### config.mk
export PLATFORM = sky130hd
export DESIGN_NAME = cffc_cell
export DESIGN_NICKNAME = d
export VERILOG_FILES = /design/src/cffc_pkg.sv /design/src/cffc_cell.sv
export SDC_FILE = /design/constraint.sdc
export NUM_CORES = 1
export LEC_CHECK = 0
export BUFFER_PORTS_ARGS = -buffer_cell sky130_fd_sc_hd__buf_2
export CORE_ASPECT_RATIO = 1.1
export CORE_MARGIN = 2
export CORE_UTILIZATION = 51
export DETAILED_ROUTE_END_ITERATION = 10
export PLACE_DENSITY = 0.78
export SLEW_MARGIN = 20
export SYNTH_ARGS = -nofsm -noshare
export SYNTH_HDL_FRONTEND = slang
export SYNTH_SLANG_ARGS = --single-unit
### constraint.sdc
create_clock -name clock -period 4.3 [get_ports clock]
set_clock_uncertainty 0.15 [all_clocks]
set_input_delay 0.86 -clock clock [delete_from_list [all_inputs] [get_ports clock]]
set_output_delay 0.86 -clock clock [all_outputs]
set_load 0.1 [all_outputs]
### src/cffc_pkg.sv
// ----------------------------------------------------------------------------
// cffc_pkg: shared types and helpers of the frequency format converter
// Holds the payload that moves along the cell chain, the operation codes and
// the small arithmetic helpers that the cells and the output stage use.
// ----------------------------------------------------------------------------
package cffc_pkg;

   // One cell for each shift-and-add-3 step of the binary to BCD direction.
   localparam int CellCount = 27;
   // Only the seven lower digits can still take a carry during the shifts.
   localparam int AdjDigits = 7;
   // Number of packed BCD bytes in a frequency.
   localparam int BcdBytes = 4;
   // Counts of tens of hertz at or above this value do not fit eight digits.
   localparam logic [31:0] LimitTens = 32'd100000000;

   typedef enum logic {
      OP_TO_BCD = 1'b0,
      OP_TO_BIN = 1'b1
   } op_type;

   // Work item as it travels from cell to cell.
   typedef struct packed {
      op_type      op;
      logic        too_large;
      logic [2:0]  bytes_left;   // BCD bytes still to be folded in (BCD to binary)
      logic [31:0] value;        // source bits, consumed from the top
      logic [31:0] acc;          // BCD digits, or the binary sum
   } cell_data_type;

   // Arithmetic weight of one packed byte: high nibble times ten plus low nibble.
   function automatic logic [7:0] pair_value(input logic [7:0] pair);
      logic [7:0] hi;
      logic [7:0] lo;
      hi = {4'd0, pair[7:4]};
      lo = {4'd0, pair[3:0]};
      return (hi << 3) + (hi << 1) + lo;
   endfunction

   function automatic logic [31:0] times100(input logic [31:0] x);
      return (x << 6) + (x << 5) + (x << 2);
   endfunction

   function automatic logic [30:0] times10(input logic [30:0] x);
      return (x << 3) + (x << 1);
   endfunction

endpackage

### src/cffc_cell.sv
// ----------------------------------------------------------------------------
// cffc_cell: one step of the conversion chain
// In the binary to BCD direction the cell adds three to each of the seven
// lower digits of five or more and shifts in the next bit. Else it folds one
// BCD byte into the binary sum while bytes remain, then passes the item on.
// ----------------------------------------------------------------------------
module cffc_cell (
   input  logic                    clock,
   input  logic                    reset,
   input  logic                    up_valid,
   input  cffc_pkg::cell_data_type up_data,
   input  logic                    dn_enable,
   output logic                    enable,
   output logic                    valid_ff,
   output cffc_pkg::cell_data_type data_ff
);

   logic                    valid_in;
   cffc_pkg::cell_data_type data_in;
   logic [31:0]             adjusted;

   // The cell takes a new item when it is empty or its item moves on.
   assign enable   = !valid_ff || dn_enable;
   assign valid_in = enable ? up_valid : valid_ff;

   always_comb begin
      adjusted = up_data.acc;
      for (int d = 0; d < cffc_pkg::AdjDigits; d++) begin
         if (up_data.acc[d*4 +: 4] >= 4'd5) begin
            adjusted[d*4 +: 4] = up_data.acc[d*4 +: 4] + 4'd3;
         end
      end
   end

   always_comb begin
      data_in = up_data;
      if (up_data.op == cffc_pkg::OP_TO_BIN) begin
         if (up_data.bytes_left != 3'd0) begin
            data_in.acc = cffc_pkg::times100(up_data.acc)
                        + {24'd0, cffc_pkg::pair_value(up_data.value[31:24])};
            data_in.value      = {up_data.value[23:0], 8'h00};
            data_in.bytes_left = up_data.bytes_left - 3'd1;
         end
      end else begin
         data_in.acc   = {adjusted[30:0], up_data.value[cffc_pkg::CellCount-1]};
         data_in.value = {up_data.value[30:0], 1'b0};
      end
   end

   always_ff @(posedge clock) begin
      if (reset) begin
         valid_ff <= 1'b0;
      end else begin
         valid_ff <= valid_in;
      end
   end

   always_ff @(posedge clock) begin
      if (enable) begin
         data_ff <= data_in;
      end
   end

endmodule

==> Implementation_results.wiki <==
{| class="wikitable"
! Metric !! Value
|-
| Power density over the cells || 466 mW/mm2
|-
| Total Wirelength || 18.4 mm
|-
| MaxCap Viol Count || 0
|-
| Static power due to leakage || a little under 4 nW
|-
| Number of synthesized register bits || 70
|-
| Number of DRC markers after the initial detailed-route iteration || 743
|-
| Worst voltage drop across the vdd grid || 0.000257 V
|-
| Finish-stage setup viols || 0
|-
| Post-route DRC violation count || 0
|-
| Cts hold-fix bufs || 0
|-
| Final worst-path setup slack || 0.204 ns
|-
| Fraction of the yosys area taken by sequential cells || approximately 30%
|-
| CP Max Fanout || 5
|-
| Growth of design area from synthesis to finish || 20.7%
|-
| Most frequent cells in the layout || 142 x sky130_fd_sc_hd__buf_2, 97 x sky130_fd_sc_hd__nand2_1, 92 x sky130_fd_sc_hd__ha_1, 90 x sky130_fd_sc_hd__inv_1, 71 x sky130_fd_sc_hd__nor2_1
|-
| Crit start category || primary input
|-
| GP Congestion || 0.980
|-
| Hold violation count in the final report || 0
|-
| Relative slew slack || 37.2%
|-
| Setup fix buffers added after clock tree synthesis || 0
|-
| Antenna fix cells || 0
|-
| Number of top-level pins || ~140
|-
| Most common cell after layout, fill and taps aside || sky130_fd_sc_hd__buf_2
|-
| Clock sink count || 70
|-
| Total Die Area || between 0.01 and 0.015 mm2
|-
| Vias in the first global route || around 5900
|-
| Antenna Nets Post-Route || 0
|-
| Clock network latency to the later pin of the worst-skew pair || 0.32 ns
|-
| Total area of multi-input combinational cells || approximately 0.0045 mm2
|-
| Fin Setup TNS || 0 ns
|-
| Largest net degree at the start of global routing || 81
|-
| Sum of overflow across all layers after global routing || 0
|-
| Summed instance area of the synthesized netlist || 0.00705 mm2
|-
| Number of library cell types mapped by synthesis || 60
|-
| Async SR Flop Fraction || 0%
|-
| Post-Synthesis Cells || 794
|-
| Setup CP Type || primary input to flop
|-
| Category of the worst setup path capture point || flop
|-
| Minimum clock period || 4.10 ns
|-
| Post-Place Worst Slack || -0.162 ns
|-
| Largest delay share family, worst path || adder cells
|-
| Number of rows in the core area || 45
|-
| Number of search-and-repair iterations in the first detailed-routing pass || 6
|-
| Yosys warns || 0
|-
| Initial cell density of the core || 51.5%
|-
| Main synth FF type || sky130_fd_sc_hd__edfxtp_1
|-
| Root Buffer || sky130_fd_sc_hd__clkbuf_16
|-
| Tcrit/Tclk final || 95.3%
|-
| Fillcell total || between 1000 and 1500
|-
| Top cells by area, synth || sky130_fd_sc_hd__edfxtp_1 29%, sky130_fd_sc_hd__ha_1 16%, sky130_fd_sc_hd__fa_1 9.1%
|-
| Post-layout utilization of the core || 62.2%
|-
| Total clock buffers created by CTS || 9
|-
| Required time reported for the critical path endpoint || 4.22 ns
|-
| Cell Count Post-Placement || 1131
|-
| Number of pins exceeding their max-slew limit in the final report || 0
|-
| Actual transition at the worst max-transition pin || 0.939 ns
|-
| RSZ-0062 raised after global routing || no
|-
| Worst path bufs/invs || 3
|-
| First-pass GRT wire length || 29.2 mm
|-
| Share of Yosys cell area claimed by the top area cell type || 29.4%
|-
| Register-to-Register Setup Slack || around 2.6 ns
|-
| Critical Path Most Common Cell || sky130_fd_sc_hd__fa_1
|-
| Area leader, netlist || sky130_fd_sc_hd__edfxtp_1
|-
| Post-synth net total || 991
|-
| Layout cell share with drive strength beyond 1 || 22.9%
|-
| Synthesized area per cell || 8.88 um2
|-
| Crit-path slowest cell || sky130_fd_sc_hd__fa_1
|-
| Vias per cell || ~5.5
|-
| WL per Instance || 16.0 um
|-
| Overall global routing resource usage || 25.0%
|-
| Die width || roughly 120 um
|-
| HPWL reported at the end of detailed placement || approximately 14 mm
|-
| Count of non-filler cells in the finished layout || ~1100
|-
| Critical Path AT || 4.02 ns
|-
| Initial antenna violation count || 0
|-
| Footprint of the flip-flops and latches || ~0.0021 mm2
|-
| Layout net count || 1151
|-
| Max Fclk || 244 MHz
|-
| Quantity of I/O buffers inserted on ports || 143
|-
| Crit path largest cell delay || 0.54 ns
|-
| Worst hold path class || primary input to flop
|-
| Core footprint || 0.0137 mm2
|-
| Cell chain of the critical path || buf_2, inv_1, fa_1, inv_1, fa_1, ha_1, fa_1, a21oi_2, o211ai_1, a21oi_2, o21ai_2, a31oi_2, mux2i_1, a211o_1
|-
| Clock tree from TritonCTS || yes
|-
| Clock Pin Slew Worst Setup and Hold Paths || 0.05 ns
|-
| Count of flip-flops with a built-in enable after synthesis || 69
|-
| Detailed-route via count || approximately 6400
|-
| H-tree depth || 3
|-
| Clock tree buffer depth || 2
|-
| Y dimension of the die || approximately 130 um
|-
| Run status || completed
|}
-- sequential cells by signal (all words and copies together), names as in the netlist --
register / flops
data_ff: 69
valid_ff: 1
-- area by class of cell --
cell class                 count  area share, %
clock inverter                 6          0.736
clock buffer                  10           2.69
timing repair buffer         185           12.2
sequential                    70           24.6
inverter                      90           3.97
tap                          188           2.77
multi-input combinational    598           53.1
-- routing by layer --
metal  global-route usage, %  vias to the layer above  share of wire [%]
li1                        -                     3107                  -
met1                    34.0                     2953                 43
met3                    2.66                       37                7.3
met4                    7.77                        0                2.2
met5                       0                        -                  0
met2                    42.2                      262                 48
-- power by group --
group / total [W] / leakage [nW] / switching, W / internal (W)
clock: 0.000730 / 0.146 / 0.000282 / 0.000448
sequential: 0.000931 / 0.725 / 0.0000343 / 0.000897
combinational: 0.00231 / 3.11 / 0.00167 / 0.000637
-- what timing repair did --
item	in CTS	in global routing
endpoints found under the hold margin	0	0
gates resized for setup	0	4
endpoints found under the setup margin	0	7
-- synth_stat cells (8+ instances only) --
cell / count
sky130_fd_sc_hd__nand2_1: 97
sky130_fd_sc_hd__ha_1: 92
sky130_fd_sc_hd__inv_1: 90
sky130_fd_sc_hd__nor2_1: 71
sky130_fd_sc_hd__edfxtp_1: 69
sky130_fd_sc_hd__a21oi_1: 50
sky130_fd_sc_hd__o21ai_0: 37
sky130_fd_sc_hd__a31oi_1: 35
sky130_fd_sc_hd__fa_1: 32
sky130_fd_sc_hd__clkbuf_1: 27
sky130_fd_sc_hd__xnor2_1: 22
sky130_fd_sc_hd__xor2_1: 17
sky130_fd_sc_hd__nand3_1: 14
sky130_fd_sc_hd__nand4_1: 10
sky130_fd_sc_hd__nor3_1: 10
sky130_fd_sc_hd__a211oi_1: 9
sky130_fd_sc_hd__nor2b_1: 9
sky130_fd_sc_hd__o211ai_1: 8
-- worst paths after layout --
path | depth (start not counted) | endpoint | start
setup / recovery | 14 | data_ff[31] | up_data[1]
hold / removal | 2 | valid_ff | reset
setup reg to reg | 2 | data_ff[3] | valid_ff
hold reg to reg | 2 | data_ff[18] | valid_ff
-- kinds of logic after synthesis --
group,after synthesis,synth area share (%)
XOR/XNOR,39,4.85
AND/OR/NAND/NOR,230,14.2
multiplexers,8,1.17
buffers and inverters,126,6.80
adder cells (fa/ha/maj),124,25.4
AO/OA/AOI/OAI,197,17.9
flip-flops,70,29.7
-- per-stage QoR --
step	hold WS (ns)	power (W)	area (um2)
6_report	0.538	0.00397	8500
5_1_grt	0.534	0.00417	8500
4_1_cts	0.532	0.00395	8480
3_5_place_dp	0.875	0.00321	8190
3_3_place_gp	0.864	0.00319	8190
2_1_floorplan	0.779	0.00270	7050
(Power assumes the default switching activity.)
