==> src/cffc_pkg.sv <==
// ----------------------------------------------------------------------------
// cffc_pkg: shared types and helpers of the frequency format converter
// Holds the payload that moves along the cell chain, the operation codes and
// the small arithmetic helpers that the cells and the output stage use.
// ----------------------------------------------------------------------------
package cffc_pkg;

   // One cell for each shift-and-add-3 step of the binary to BCD direction.
   localparam int CellCount = 27;
   // Only the seven lower digits can still take a carry during the shifts.
   localparam int AdjDigits = 7;
   // Number of packed BCD bytes in a frequency.
   localparam int BcdBytes = 4;
   // Counts of tens of hertz at or above this value do not fit eight digits.
   localparam logic [31:0] LimitTens = 32'd100000000;

   typedef enum logic {
      OP_TO_BCD = 1'b0,
      OP_TO_BIN = 1'b1
   } op_type;

   // Work item as it travels from cell to cell.
   typedef struct packed {
      op_type      op;
      logic        too_large;
      logic [2:0]  bytes_left;   // BCD bytes still to be folded in (BCD to binary)
      logic [31:0] value;        // source bits, consumed from the top
      logic [31:0] acc;          // BCD digits, or the binary sum
   } cell_data_type;

   // Arithmetic weight of one packed byte: high nibble times ten plus low nibble.
   function automatic logic [7:0] pair_value(input logic [7:0] pair);
      logic [7:0] hi;
      logic [7:0] lo;
      hi = {4'd0, pair[7:4]};
      lo = {4'd0, pair[3:0]};
      return (hi << 3) + (hi << 1) + lo;
   endfunction

   function automatic logic [31:0] times100(input logic [31:0] x);
      return (x << 6) + (x << 5) + (x << 2);
   endfunction

   function automatic logic [30:0] times10(input logic [30:0] x);
      return (x << 3) + (x << 1);
   endfunction

endpackage

==> src/cffc_out.sv <==
// ----------------------------------------------------------------------------
// cffc_out: result register of the converter
// Forms the response fields from the item leaving the chain: the BCD bytes,
// the decoded frequency in hertz, or the too-large flag with zero bytes.
// ----------------------------------------------------------------------------
module cffc_out (
   input  logic                    clock,
   input  logic                    reset,
   input  logic                    up_valid,
   input  cffc_pkg::cell_data_type up_data,
   output logic                    enable,
   output logic                    rsp_tvalid,
   input  logic                    rsp_tready,
   output logic [63:0]             rsp_tdata,
   output logic                    rsp_tuser
);

   logic        valid_ff;
   logic        valid_in;
   logic [63:0] data_ff;
   logic [63:0] data_in;
   logic        user_ff;
   logic        user_in;

   assign enable   = !valid_ff || rsp_tready;
   assign valid_in = enable ? up_valid : valid_ff;

   always_comb begin
      data_in = 64'd0;
      user_in = 1'b0;
      if (up_data.op == cffc_pkg::OP_TO_BIN) begin
         data_in[62:32] = cffc_pkg::times10(up_data.acc[30:0]);
      end else if (up_data.too_large) begin
         user_in = 1'b1;
      end else begin
         data_in[7:0]   = up_data.acc[31:24];
         data_in[15:8]  = up_data.acc[23:16];
         data_in[23:16] = up_data.acc[15:8];
         data_in[31:24] = up_data.acc[7:0];
      end
   end

   always_ff @(posedge clock) begin
      if (reset) begin
         valid_ff <= 1'b0;
      end else begin
         valid_ff <= valid_in;
      end
   end

   always_ff @(posedge clock) begin
      if (enable) begin
         data_ff <= data_in;
         user_ff <= user_in;
      end
   end

   assign rsp_tvalid = valid_ff;
   assign rsp_tdata  = data_ff;
   assign rsp_tuser  = user_ff;

endmodule

==> config.mk <==
export PLATFORM = sky130hd
export DESIGN_NAME = cffc_out
export DESIGN_NICKNAME = d
export VERILOG_FILES = /design/src/cffc_pkg.sv /design/src/cffc_out.sv
export SDC_FILE = /design/constraint.sdc
export NUM_CORES = 1
export LEC_CHECK = 0
export ABC_CLOCK_PERIOD_IN_PS = 5450
export BUFFER_PORTS_ARGS = -buffer_cell sky130_fd_sc_hd__clkbuf_2
export CORE_MARGIN = 4
export CORE_UTILIZATION = 23
export CTS_BUF_LIST = sky130_fd_sc_hd__clkbuf_8
export DETAILED_ROUTE_END_ITERATION = 7
export SLEW_MARGIN = 20
export SYNTH_ARGS = -nofsm -noshare
export SYNTH_HDL_FRONTEND = slang
export SYNTH_SLANG_ARGS = --single-unit
export TNS_END_PERCENT = 100
==> constraint.sdc <==
create_clock -name clock -period 5.45 [get_ports clock]
set_clock_uncertainty 0.1 [all_clocks]
set_input_delay 1.09 -clock clock [delete_from_list [all_inputs] [get_ports clock]]
set_output_delay 1.09 -clock clock [all_outputs]
set_load 0.01 [all_outputs]
==> run_results.csv, run 1 <==
group,metric,value,unit
outcome,status,"complete, no violations",
floorplanning,initial_core_util,0.235,
clock_network,cts_max_level,3,
layout,final_cell_mix,"clkbuf_2, edfxtp_1, and2_1, a21oi_1, nand2_1",
worst_setup_path,cp_num_buf_inv,1,
clock_network,numClockSinks,64,
clock_network,cts_tree,"built",
synthesis,ys.flop_type,"edfxtp_1",
clock_network,numCtsBuffers,9,
floorplanning,io_pins,140,
sta,fin_setup_tns,0,ns
global_routing,top_usage_layer,"met2",
worst_setup_path,cp-end-kind,"flop",
floorplanning,dieArea,19100,um^2
routing,dr.pass1.iters,4,
routing,routed_wl,10800,um
clock_network,cts_hold_buffers,0,
clock_network,cts-root-buf,"clkbuf_8",
synthesis,avgSynthCellArea,10.6,um^2
place,portBuffers,102,
synthesis,synth-edff-count,63,
floorplanning,die_w,138,um
global_routing,track_usage,0.113,
clock_network,clock_latency,0.33,ns
layout,syn2layout_area_growth,23.6,%
global_routing,use_met2,0.184,
routing,vias_per_cell,4.54,
global_routing,antenna_found_initial,0,
floorplanning,rows,47,
layout,drive_above_1_share,0.267,
layout,fin_cells,692,
sta,rsz0062_at_grt,"false",
sta,setup_viol,0,
clock_network,clk_pin_slew_worst_paths,0.07,ns
global_routing,grt_pass1_vias,3281,
flow_run,drv_cap,0,
sta,slew_headroom,0.455,
synthesis,synth_cell_type_count,47,
place,place_inst,676,
worst_setup_path,critPathMaxFanout,4,
worst_setup_path,critPathLaunchType,"primary input",
routing,drc_errors,0,
sta,finalMaxSlewViolations,0,
synthesis,async_flop_share,0,
sta,period_share,0.602,
global_routing,grt_pass1_wl,17400,um
sta,layout_min_cycle_time,3.28,ns
layout,finalNetCount,568,
synthesis,postSynthCellCount,366,
floorplanning,die_height,138,um
worst_setup_path,crit_arrival,3.36,ns
clock_network,cts.path.max_buffers,2,
place,place_ws,1.84,ns
routing,vias,3144,
synthesis,yosys_warnings,0,
worst_setup_path,worst_ep_required_time,5.53,ns
worst_setup_path,crit_path_top_delay_cell,"a311o_1",
power,p_leak,2.13,nW
worst_setup_path,cp_slowest_stage_delay,0.44,ns
floorplanning,core,16600,um^2
layout,layout_commonest_cell,"clkbuf_2",
power,power_density,275,nW/um^2
place,gp_congestion,0.842,
routing,drtIter0Drc,218,
routing,drt-wirelength-per-cell,15.5,um
sta,hold_viol,0,
worst_setup_path,critical_path.top_delay_family,"compound AO/OA/AOI/OAI gates",
worst_setup_path,crit_chain,"clkbuf_2, ha_1, fa_1, a21o_1, a311o_1, a31oi_4, nand2_1, a31oi_1, mux2i_1",
clock_network,cts-resized-gates,0,
synthesis,synth_area,3900,um^2
place,dpl.hpwl,8230,um
min_path,hold_class,"in -> reg",
global_routing,grt_overflow_total,0,
global_routing,use_met1,0.139,
clock_network,post-cts-setup-buffer-count,0,
sta,tightestPinTransition,0.818,ns
worst_setup_path,crit_type,"in -> reg",
synthesis,synth-seq-area-share,0.491,
layout,diodes,0,
sta,max_freq,305,MHz
power,vdd.ir_drop.worst,0.000116,V
global_routing,met3_usage,0.0373,
synthesis,ys_ff_latch,64,
global_routing,grt_max_degree,65,
routing,postRouteAntennaNets,0,
sta,setup_ws,2.17,ns
registers in the layout, summed over array words and instances (netlist names):
| name | cells |
|---|---|
| rsp_tdata | 62 |
| rsp_tuser | 1 |
| rsp_tvalid | 1 |
cell usage after synthesis (7+ instances only):
master / count / share of area
xnor2_1: 7 / 0.016
inv_1: 8 / 0.0077
nor2_1: 22 / 0.021
mux2i_1: 9 / 0.023
nand2_1: 32 / 0.031
nand4_1: 10 / 0.016
nor3_1: 10 / 0.013
ha_1: 27 / 0.087
a21oi_1: 33 / 0.042
a21o_1: 11 / 0.021
nand2b_1: 9 / 0.014
and2_1: 40 / 0.064
a31oi_1: 8 / 0.013
clkbuf_1: 10 / 0.0096
edfxtp_1: 63 / 0.49
final cells by class:
class	count	area (um^2)
well taps	220	275
clock buffers	9	124
flip-flops and latches	64	1910
repair buffers	104	526
fillers	1764	11800
multi-input cells	280	1890
clock inverters	7	55.1
inverters	8	30.0
kinds of logic after synthesis:
family	Yosys count	synth area share
and+or+nand+nor	138	0.185
buffers and inverters	23	0.0250
DFF	64	0.491
muxes	9	0.0231
other	1	0.000962
adders and majority gates	28	0.0918
xor gates and xnor gates	11	0.0247
AOI/OAI and AO/OA	92	0.159
where the power goes:
group          switching [mW]  total, mW  internal, mW  leakage, nW
clock network           0.179      0.382         0.203        0.100
logic                   0.197      0.325         0.128         1.31
registers              0.0157      0.615         0.599        0.717
routing by layer:
layer	routed length (um)	vias up
li1	-	1554
met1	4770	1500
met2	5140	77
met3	639	13
met4	195	0
met5	0	-
metrics by stage:
step	cell area, um^2	total power, mW	util	hold WS [ns]
finish	4810	1.32	0.290	0.804
global route	4810	1.40	0.290	0.782
CTS	4810	1.34	0.290	0.783
detailed placement	4640	0.951	0.280	0.993
global placement	4640	0.947	0.280	0.979
floorplan	3900	0.829	-	1.06
worst register-to-register path, cell delays in order, from the launching register on:
cell and delay [ns]:
dfxtp_1 0.32, nand2b_2 0.11, buf_4 0.64
worst paths after layout:
check | from | to | slack, ns | cells after the start
worst max-delay path | up_data[0] | rsp_tdata[59]$_SDFFCE_PN0P_ | 2.17 | 9
worst min-delay path | reset | rsp_tvalid$_SDFFE_PP0P_ | 0.80 | 2
worst max register to register | rsp_tvalid$_SDFFE_PP0P_ | rsp_tdata[49]$_SDFFCE_PN0P_ | 3.86 | 2
worst min register to register | rsp_tvalid$_SDFFE_PP0P_ | rsp_tdata[38]$_SDFFCE_PN0P_ | 0.98 | 2
Note: power is estimated with default switching activity, not from simulation.
==> run 2, diff against run 1 <==
--- a/config.mk
+++ b/config.mk
@@ -5,7 +5,7 @@
 export SDC_FILE = /design/constraint.sdc
 export NUM_CORES = 1
 export LEC_CHECK = 0
-export ABC_CLOCK_PERIOD_IN_PS = 5450
+export ABC_CLOCK_PERIOD_IN_PS = 2820
 export BUFFER_PORTS_ARGS = -buffer_cell sky130_fd_sc_hd__clkbuf_2
 export CORE_MARGIN = 4
 export CORE_UTILIZATION = 23
==> constraint.sdc (replaced) <==
create_clock -name clock -period 2.82 [get_ports clock]
set_clock_uncertainty 0.1 [all_clocks]
set_input_delay 0.564 -clock clock [delete_from_list [all_inputs] [get_ports clock]]
set_output_delay 0.564 -clock clock [all_outputs]
set_load 0.01 [all_outputs]
==> run 2 against run 1 <==
Sequential share of layout area down 1.3 points; worst hold slack worse by 0.52 ns; sequential power up 93%; cell count up 2.9%; die area unchanged; largest cell class unchanged.
==> run_results.csv, run 2 (synthesis gave the netlist of run 1 again) <==
group,metric,value,unit
global_routing,grt_pass1_vias,3303,
clock_network,clk_pin_slew_worst_paths,0.07,ns
sta,setup_viol,0,
sta,holdWs,0.281,ns
routing,dr.pass1.iters,4,
min_path,holdPathStages,2,
sta,hold_viol,0,
sta,period_share,0.939,
worst_setup_path,critPathMaxFanout,4,
layout,final_cell_mix,"clkbuf_2, edfxtp_1, and2_1, a21oi_1, nand2_1",
layout,layout_commonest_cell,"clkbuf_2",
worst_setup_path,crit_arrival,2.74,ns
floorplanning,dieArea,19100,um^2
global_routing,grt_overflow_total,0,
sta,max_freq,377,MHz
power,p_leak,2.21,nW
clock_network,cts.path.max_buffers,2,
flow_run,drv_cap,0,
layout,largest_reg_flops,62,
floorplanning,io_pins,140,
worst_setup_path,critPathLaunchType,"primary input",
outcome,status,"complete, no violations",
clock_network,cts_tree,"built",
routing,postRouteAntennaNets,0,
floorplanning,core,16600,um^2
layout,syn2layout_area_growth,27.6,%
global_routing,grt_max_degree,36,
clock_network,clock_latency,0.34,ns
worst_setup_path,worst_ep_required_time,2.91,ns
global_routing,track_usage,0.115,
routing,routed_wl,10900,um
layout,drive_above_1_share,0.301,
floorplanning,die_height,138,um
min_path,hold_class,"in -> reg",
routing,drt-wirelength-per-cell,15.3,um
clock_network,numCtsBuffers,9,
routing,vias_per_cell,4.53,
routing,vias,3228,
place,gp_congestion,0.906,
place,postPlaceCellArea,4790,um^2
place,portBuffers,102,
worst_setup_path,cp-end-kind,"flop",
routing,drtIter0Drc,182,
global_routing,grt_pass1_wl,17800,um
global_routing,antenna_found_initial,0,
power,finalPower,2.61,mW
worst_setup_path,crit_type,"in -> reg",
sta,rsz0062_at_grt,"false",
layout,final_cell_area,4970,um^2
power,vdd.ir_drop.worst,0.000221,V
floorplanning,die_w,138,um
place,dpl.hpwl,8670,um
layout,diodes,0,
floorplanning,rows,47,
clock_network,numClockSinks,64,
power,power_density,524,nW/um^2
clock_network,cts-root-buf,"clkbuf_8",
sta,layout_min_cycle_time,2.65,ns
floorplanning,initial_core_util,0.235,
routing,drc_errors,0,
sta,finalMaxSlewViolations,0,
layout,fin_cells,712,
layout,finalNetCount,588,
clock_network,cts_hold_buffers,0,
place,place_inst,696,
worst_setup_path,ff2ff_path_depth,2,
clock_network,cts_max_level,3,
[run 2: what timing repair did]
item                       CTS  global route
setup endpoints to repair    0             1
gates resized for setup      0             0
buffers inserted             0             0
[run 2: report_power, final]
group	leakage, nW	switching (mW)	internal [mW]
clock network	0.0901	0.361	0.398
logic	1.40	0.382	0.272
registers	0.717	0.0347	1.16
total	2.21	0.778	1.83
[run 2: through the flow]
step	setup slack [ns]	utilization	TNS (ns)
after floorplan	0.100	-	0
after global placement	-0.176	0.289	-0.979
after detailed placement	-0.212	0.289	-1.22
after CTS	0.128	0.300	0
after global routing	0.0342	0.300	0
final	0.171	0.300	0
[run 2: routing by layer]
metal	global-route usage	vias up	part of all wire	wire length, um
met4	0.0380	0	0.017	189
met3	0.0297	14	0.048	527
met2	0.192	96	0.48	5250
li1	-	1599	-	-
met1	0.145	1519	0.45	4950
met5	0	-	0	0
[run 2: final timing paths]
| path | from | end | slack (ns) |
|---|---|---|---|
| hold reg to reg | rsp_tvalid$_SDFFE_PP0P_ | rsp_tdata[35]$_SDFFCE_PN0P_ | 0.83 |
| setup reg to reg | rsp_tvalid$_SDFFE_PP0P_ | rsp_tdata[6]$_SDFFCE_PP0P_ | 1.50 |
| hold / removal | reset | rsp_tvalid$_SDFFE_PP0P_ | 0.28 |
| setup / recovery | up_data[0] | rsp_tdata[53]$_SDFFCE_PN0P_ | 0.17 |
[run 2: critical path, stage by stage]
cell and delay, ns:
clkbuf_2 0.10, ha_1 0.22, fa_1 0.40, a21o_1 0.20
a311o_1 0.41, a31oi_4 0.22, a21oi_2 0.14, a211oi_2 0.27
mux2i_1 0.23
[run 2: area by class of cell]
| type | instances | area, um^2 |
|---|---|---|
| well taps | 220 | 275 |
| multi-input cells | 280 | 1890 |
| clock buffers | 9 | 124 |
| repair buffers | 124 | 676 |
| flip-flops and latches | 64 | 1910 |
| clock inverters | 7 | 62.6 |
| fillers | 1750 | 11600 |
| inverters | 8 | 30.0 |
==> run 3, diff against run 2 <==
--- a/config.mk
+++ b/config.mk
@@ -7,10 +7,12 @@
 export LEC_CHECK = 0
 export ABC_CLOCK_PERIOD_IN_PS = 2820
 export BUFFER_PORTS_ARGS = -buffer_cell sky130_fd_sc_hd__clkbuf_2
+export CAP_MARGIN = 20
 export CORE_MARGIN = 4
-export CORE_UTILIZATION = 23
+export CORE_UTILIZATION = 38
 export CTS_BUF_LIST = sky130_fd_sc_hd__clkbuf_8
 export DETAILED_ROUTE_END_ITERATION = 7
+export PLACE_DENSITY = 0.66
 export SLEW_MARGIN = 20
 export SYNTH_ARGS = -nofsm -noshare
 export SYNTH_HDL_FRONTEND = slang
==> run 3 against run 2 <==
Register-to-register slack got worse by 0.18 ns; final area down 2.8%; worst hold slack worse by 0.016 ns; clock power is essentially flat; utilization is 19 points higher; largest cell class unchanged; critical path type unchanged; non-clock buffer count is 4 lower; die area decreased by 37%; worst setup slack lost 0.052 ns; first-iteration DRC count increased by 29%.
==> run_results.csv, run 3 (synthesis gave the netlist of run 1 again) <==
group,metric,value,unit
layout,nFillCells,941,
global_routing,grt_overflow_total,0,
power,p_seq_frac,0.458,
sta,setup_viol,0,
clock_network,numCtsBuffers,9,
flow_run,drv_cap,0,
global_routing,grt_pass1_wl,15300,um
floorplanning,core,9860,um^2
floorplanning,rows,36,
sta,hold_viol,0,
sta,period_share,0.958,
clock_network,cts-root-buf,"clkbuf_8",
floorplanning,initial_core_util,0.395,
worst_setup_path,critPathLaunchType,"primary input",
global_routing,grt_pass1_vias,3095,
global_routing,grt_max_degree,34,
routing,vias_per_cell,5.15,
worst_setup_path,ff2ff_path_depth,2,
worst_setup_path,crit_path_top_delay_cell,"a311o_1",
layout,finalNetCount,584,
outcome,status,"complete, no violations",
layout,regArea,1910,um^2
layout,post-route-util,0.490,
min_path,hold_class,"in -> reg",
global_routing,antenna_found_initial,0,
power,p_leak,2.20,nW
clock_network,cts_tree,"built",
sta,fin_setup_tns,0,ns
floorplanning,io_pins,140,
worst_setup_path,cp-end-kind,"flop",
layout,multi_input_area,1890,um^2
global_routing,track_usage,0.168,
routing,drt-wirelength-per-cell,15.6,um
sta,layout_min_cycle_time,2.70,ns
power,vdd.ir_drop.worst,0.000211,V
place,gp_congestion,0.929,
power,switching_share,0.295,
power,p_sw,0.762,mW
min_path,holdPathStages,2,
routing,drtIter0Drc,234,
clock_network,cts-resized-gates,0,
layout,diodes,0,
sta,finalMaxSlewViolations,0,
worst_setup_path,crit_chain,"clkbuf_2, ha_1, fa_1, a21o_1, a311o_1, a31oi_4, a21oi_2, a211oi_2, mux2i_1",
clock_network,numClockSinks,64,
sta,max_freq,370,MHz
routing,routed_wl,9700,um
floorplanning,die_w,109,um
routing,drc_errors,0,
routing,vias,3197,
clock_network,cts_max_level,3,
worst_setup_path,worst_ep_required_time,2.92,ns
layout,largest_reg_flops,62,
power,power_density,535,nW/um^2
layout,final_cell_mix,"clkbuf_2, edfxtp_1, and2_1, a21oi_1, nand2_1",
clock_network,cts.path.max_buffers,2,
floorplanning,dieArea,11900,um^2
place,portBuffers,102,
sta,rsz0062_at_grt,"false",
place,dpl.hpwl,7530,um
floorplanning,die_height,109,um
worst_setup_path,critPathMaxFanout,4,
layout,syn2layout_area_growth,24.1,%
clock_network,clock_latency,0.35,ns
routing,dr.pass1.iters,4,
power,p_int,1.82,mW
worst_setup_path,cp_slowest_stage_delay,0.45,ns
layout,drive_above_1_share,0.293,
power,combPwrFrac,0.247,
routing,postRouteAntennaNets,0,
layout,layout_commonest_cell,"clkbuf_2",
power,power_frac_clock,0.294,
worst_setup_path,crit_arrival,2.80,ns
clock_network,cts_hold_buffers,0,
clock_network,clk_pin_slew_worst_paths,0.07,ns
worst_setup_path,crit_type,"in -> reg",
clock_network,post-cts-setup-buffer-count,0,
[run 3: cell count changes in the layout (fill, tap and decap cells not counted), sizes merged]
cell	change
buf	-4
clkinv	+1
inv	+1
clkinvlp	-2
[run 3: layout make-up]
cell class / count / area share
Sequential cell: 64 / 0.395
Multi-Input combinational cell: 280 / 0.392
Timing Repair Buffer: 120 / 0.134
Tap cell: 133 / 0.0344
Clock buffer: 9 / 0.0256
Clock inverter: 7 / 0.0132
Inverter: 8 / 0.00621
[run 3: routing by layer]
metal / share of wire / vias to the layer above / track usage / wire [um]
met4: 0.022 / 0 / 0.0855 / 210
li1: - / 1589 / - / -
met3: 0.059 / 16 / 0.0284 / 571
met5: 0 / - / 0 / 0
met1: 0.47 / 1491 / 0.228 / 4540
met2: 0.45 / 101 / 0.257 / 4380
[run 3: worst paths after layout]
| kind | from | to | slack [ns] |
|---|---|---|---|
| hold reg to reg | rsp_tvalid$_SDFFE_PP0P_ | rsp_tdata[38]$_SDFFCE_PN0P_ | 0.69 |
| setup / recovery | up_data[0] | rsp_tdata[61]$_SDFFCE_PN0P_ | 0.12 |
| hold / removal | reset | rsp_tvalid$_SDFFE_PP0P_ | 0.27 |
| setup reg to reg | rsp_tvalid$_SDFFE_PP0P_ | rsp_tdata[61]$_SDFFCE_PN0P_ | 1.32 |
[run 3: worst max-delay path, delay by kind of cell]
family,cells,cell delay [ns]
AOI/OAI and AO/OA,5,1.27
adders and majority gates,2,0.65
buffers and inverters,1,0.10
muxes,1,0.22
[run 3: stage by stage]
stage / setup slack [ns] / cell area [um^2] / power (mW) / hold slack (ns) / instances
final: 0.118 / 4830 / 2.59 / 0.265 / 621
after detailed placement: -0.256 / 4650 / 1.84 / 0.631 / 605
after global placement: -0.175 / 4650 / 1.83 / 0.625 / 605
after CTS: 0.118 / 4830 / 2.60 / 0.249 / 621
after floorplan: 0.100 / 3900 / 1.60 / 0.533 / 367
after global routing: 0.0286 / 4830 / 2.72 / 0.269 / 621
[run 3: power groups by stage]
stage / Combinational [mW] / Sequential [mW] / Clock [mW]
detailed placement: 0.636 / 1.21 / 0
finish: 0.640 / 1.19 / 0.761
floorplan: 0.345 / 1.26 / 0
CTS: 0.641 / 1.19 / 0.773
global route: 0.710 / 1.19 / 0.820
global placement: 0.630 / 1.20 / 0
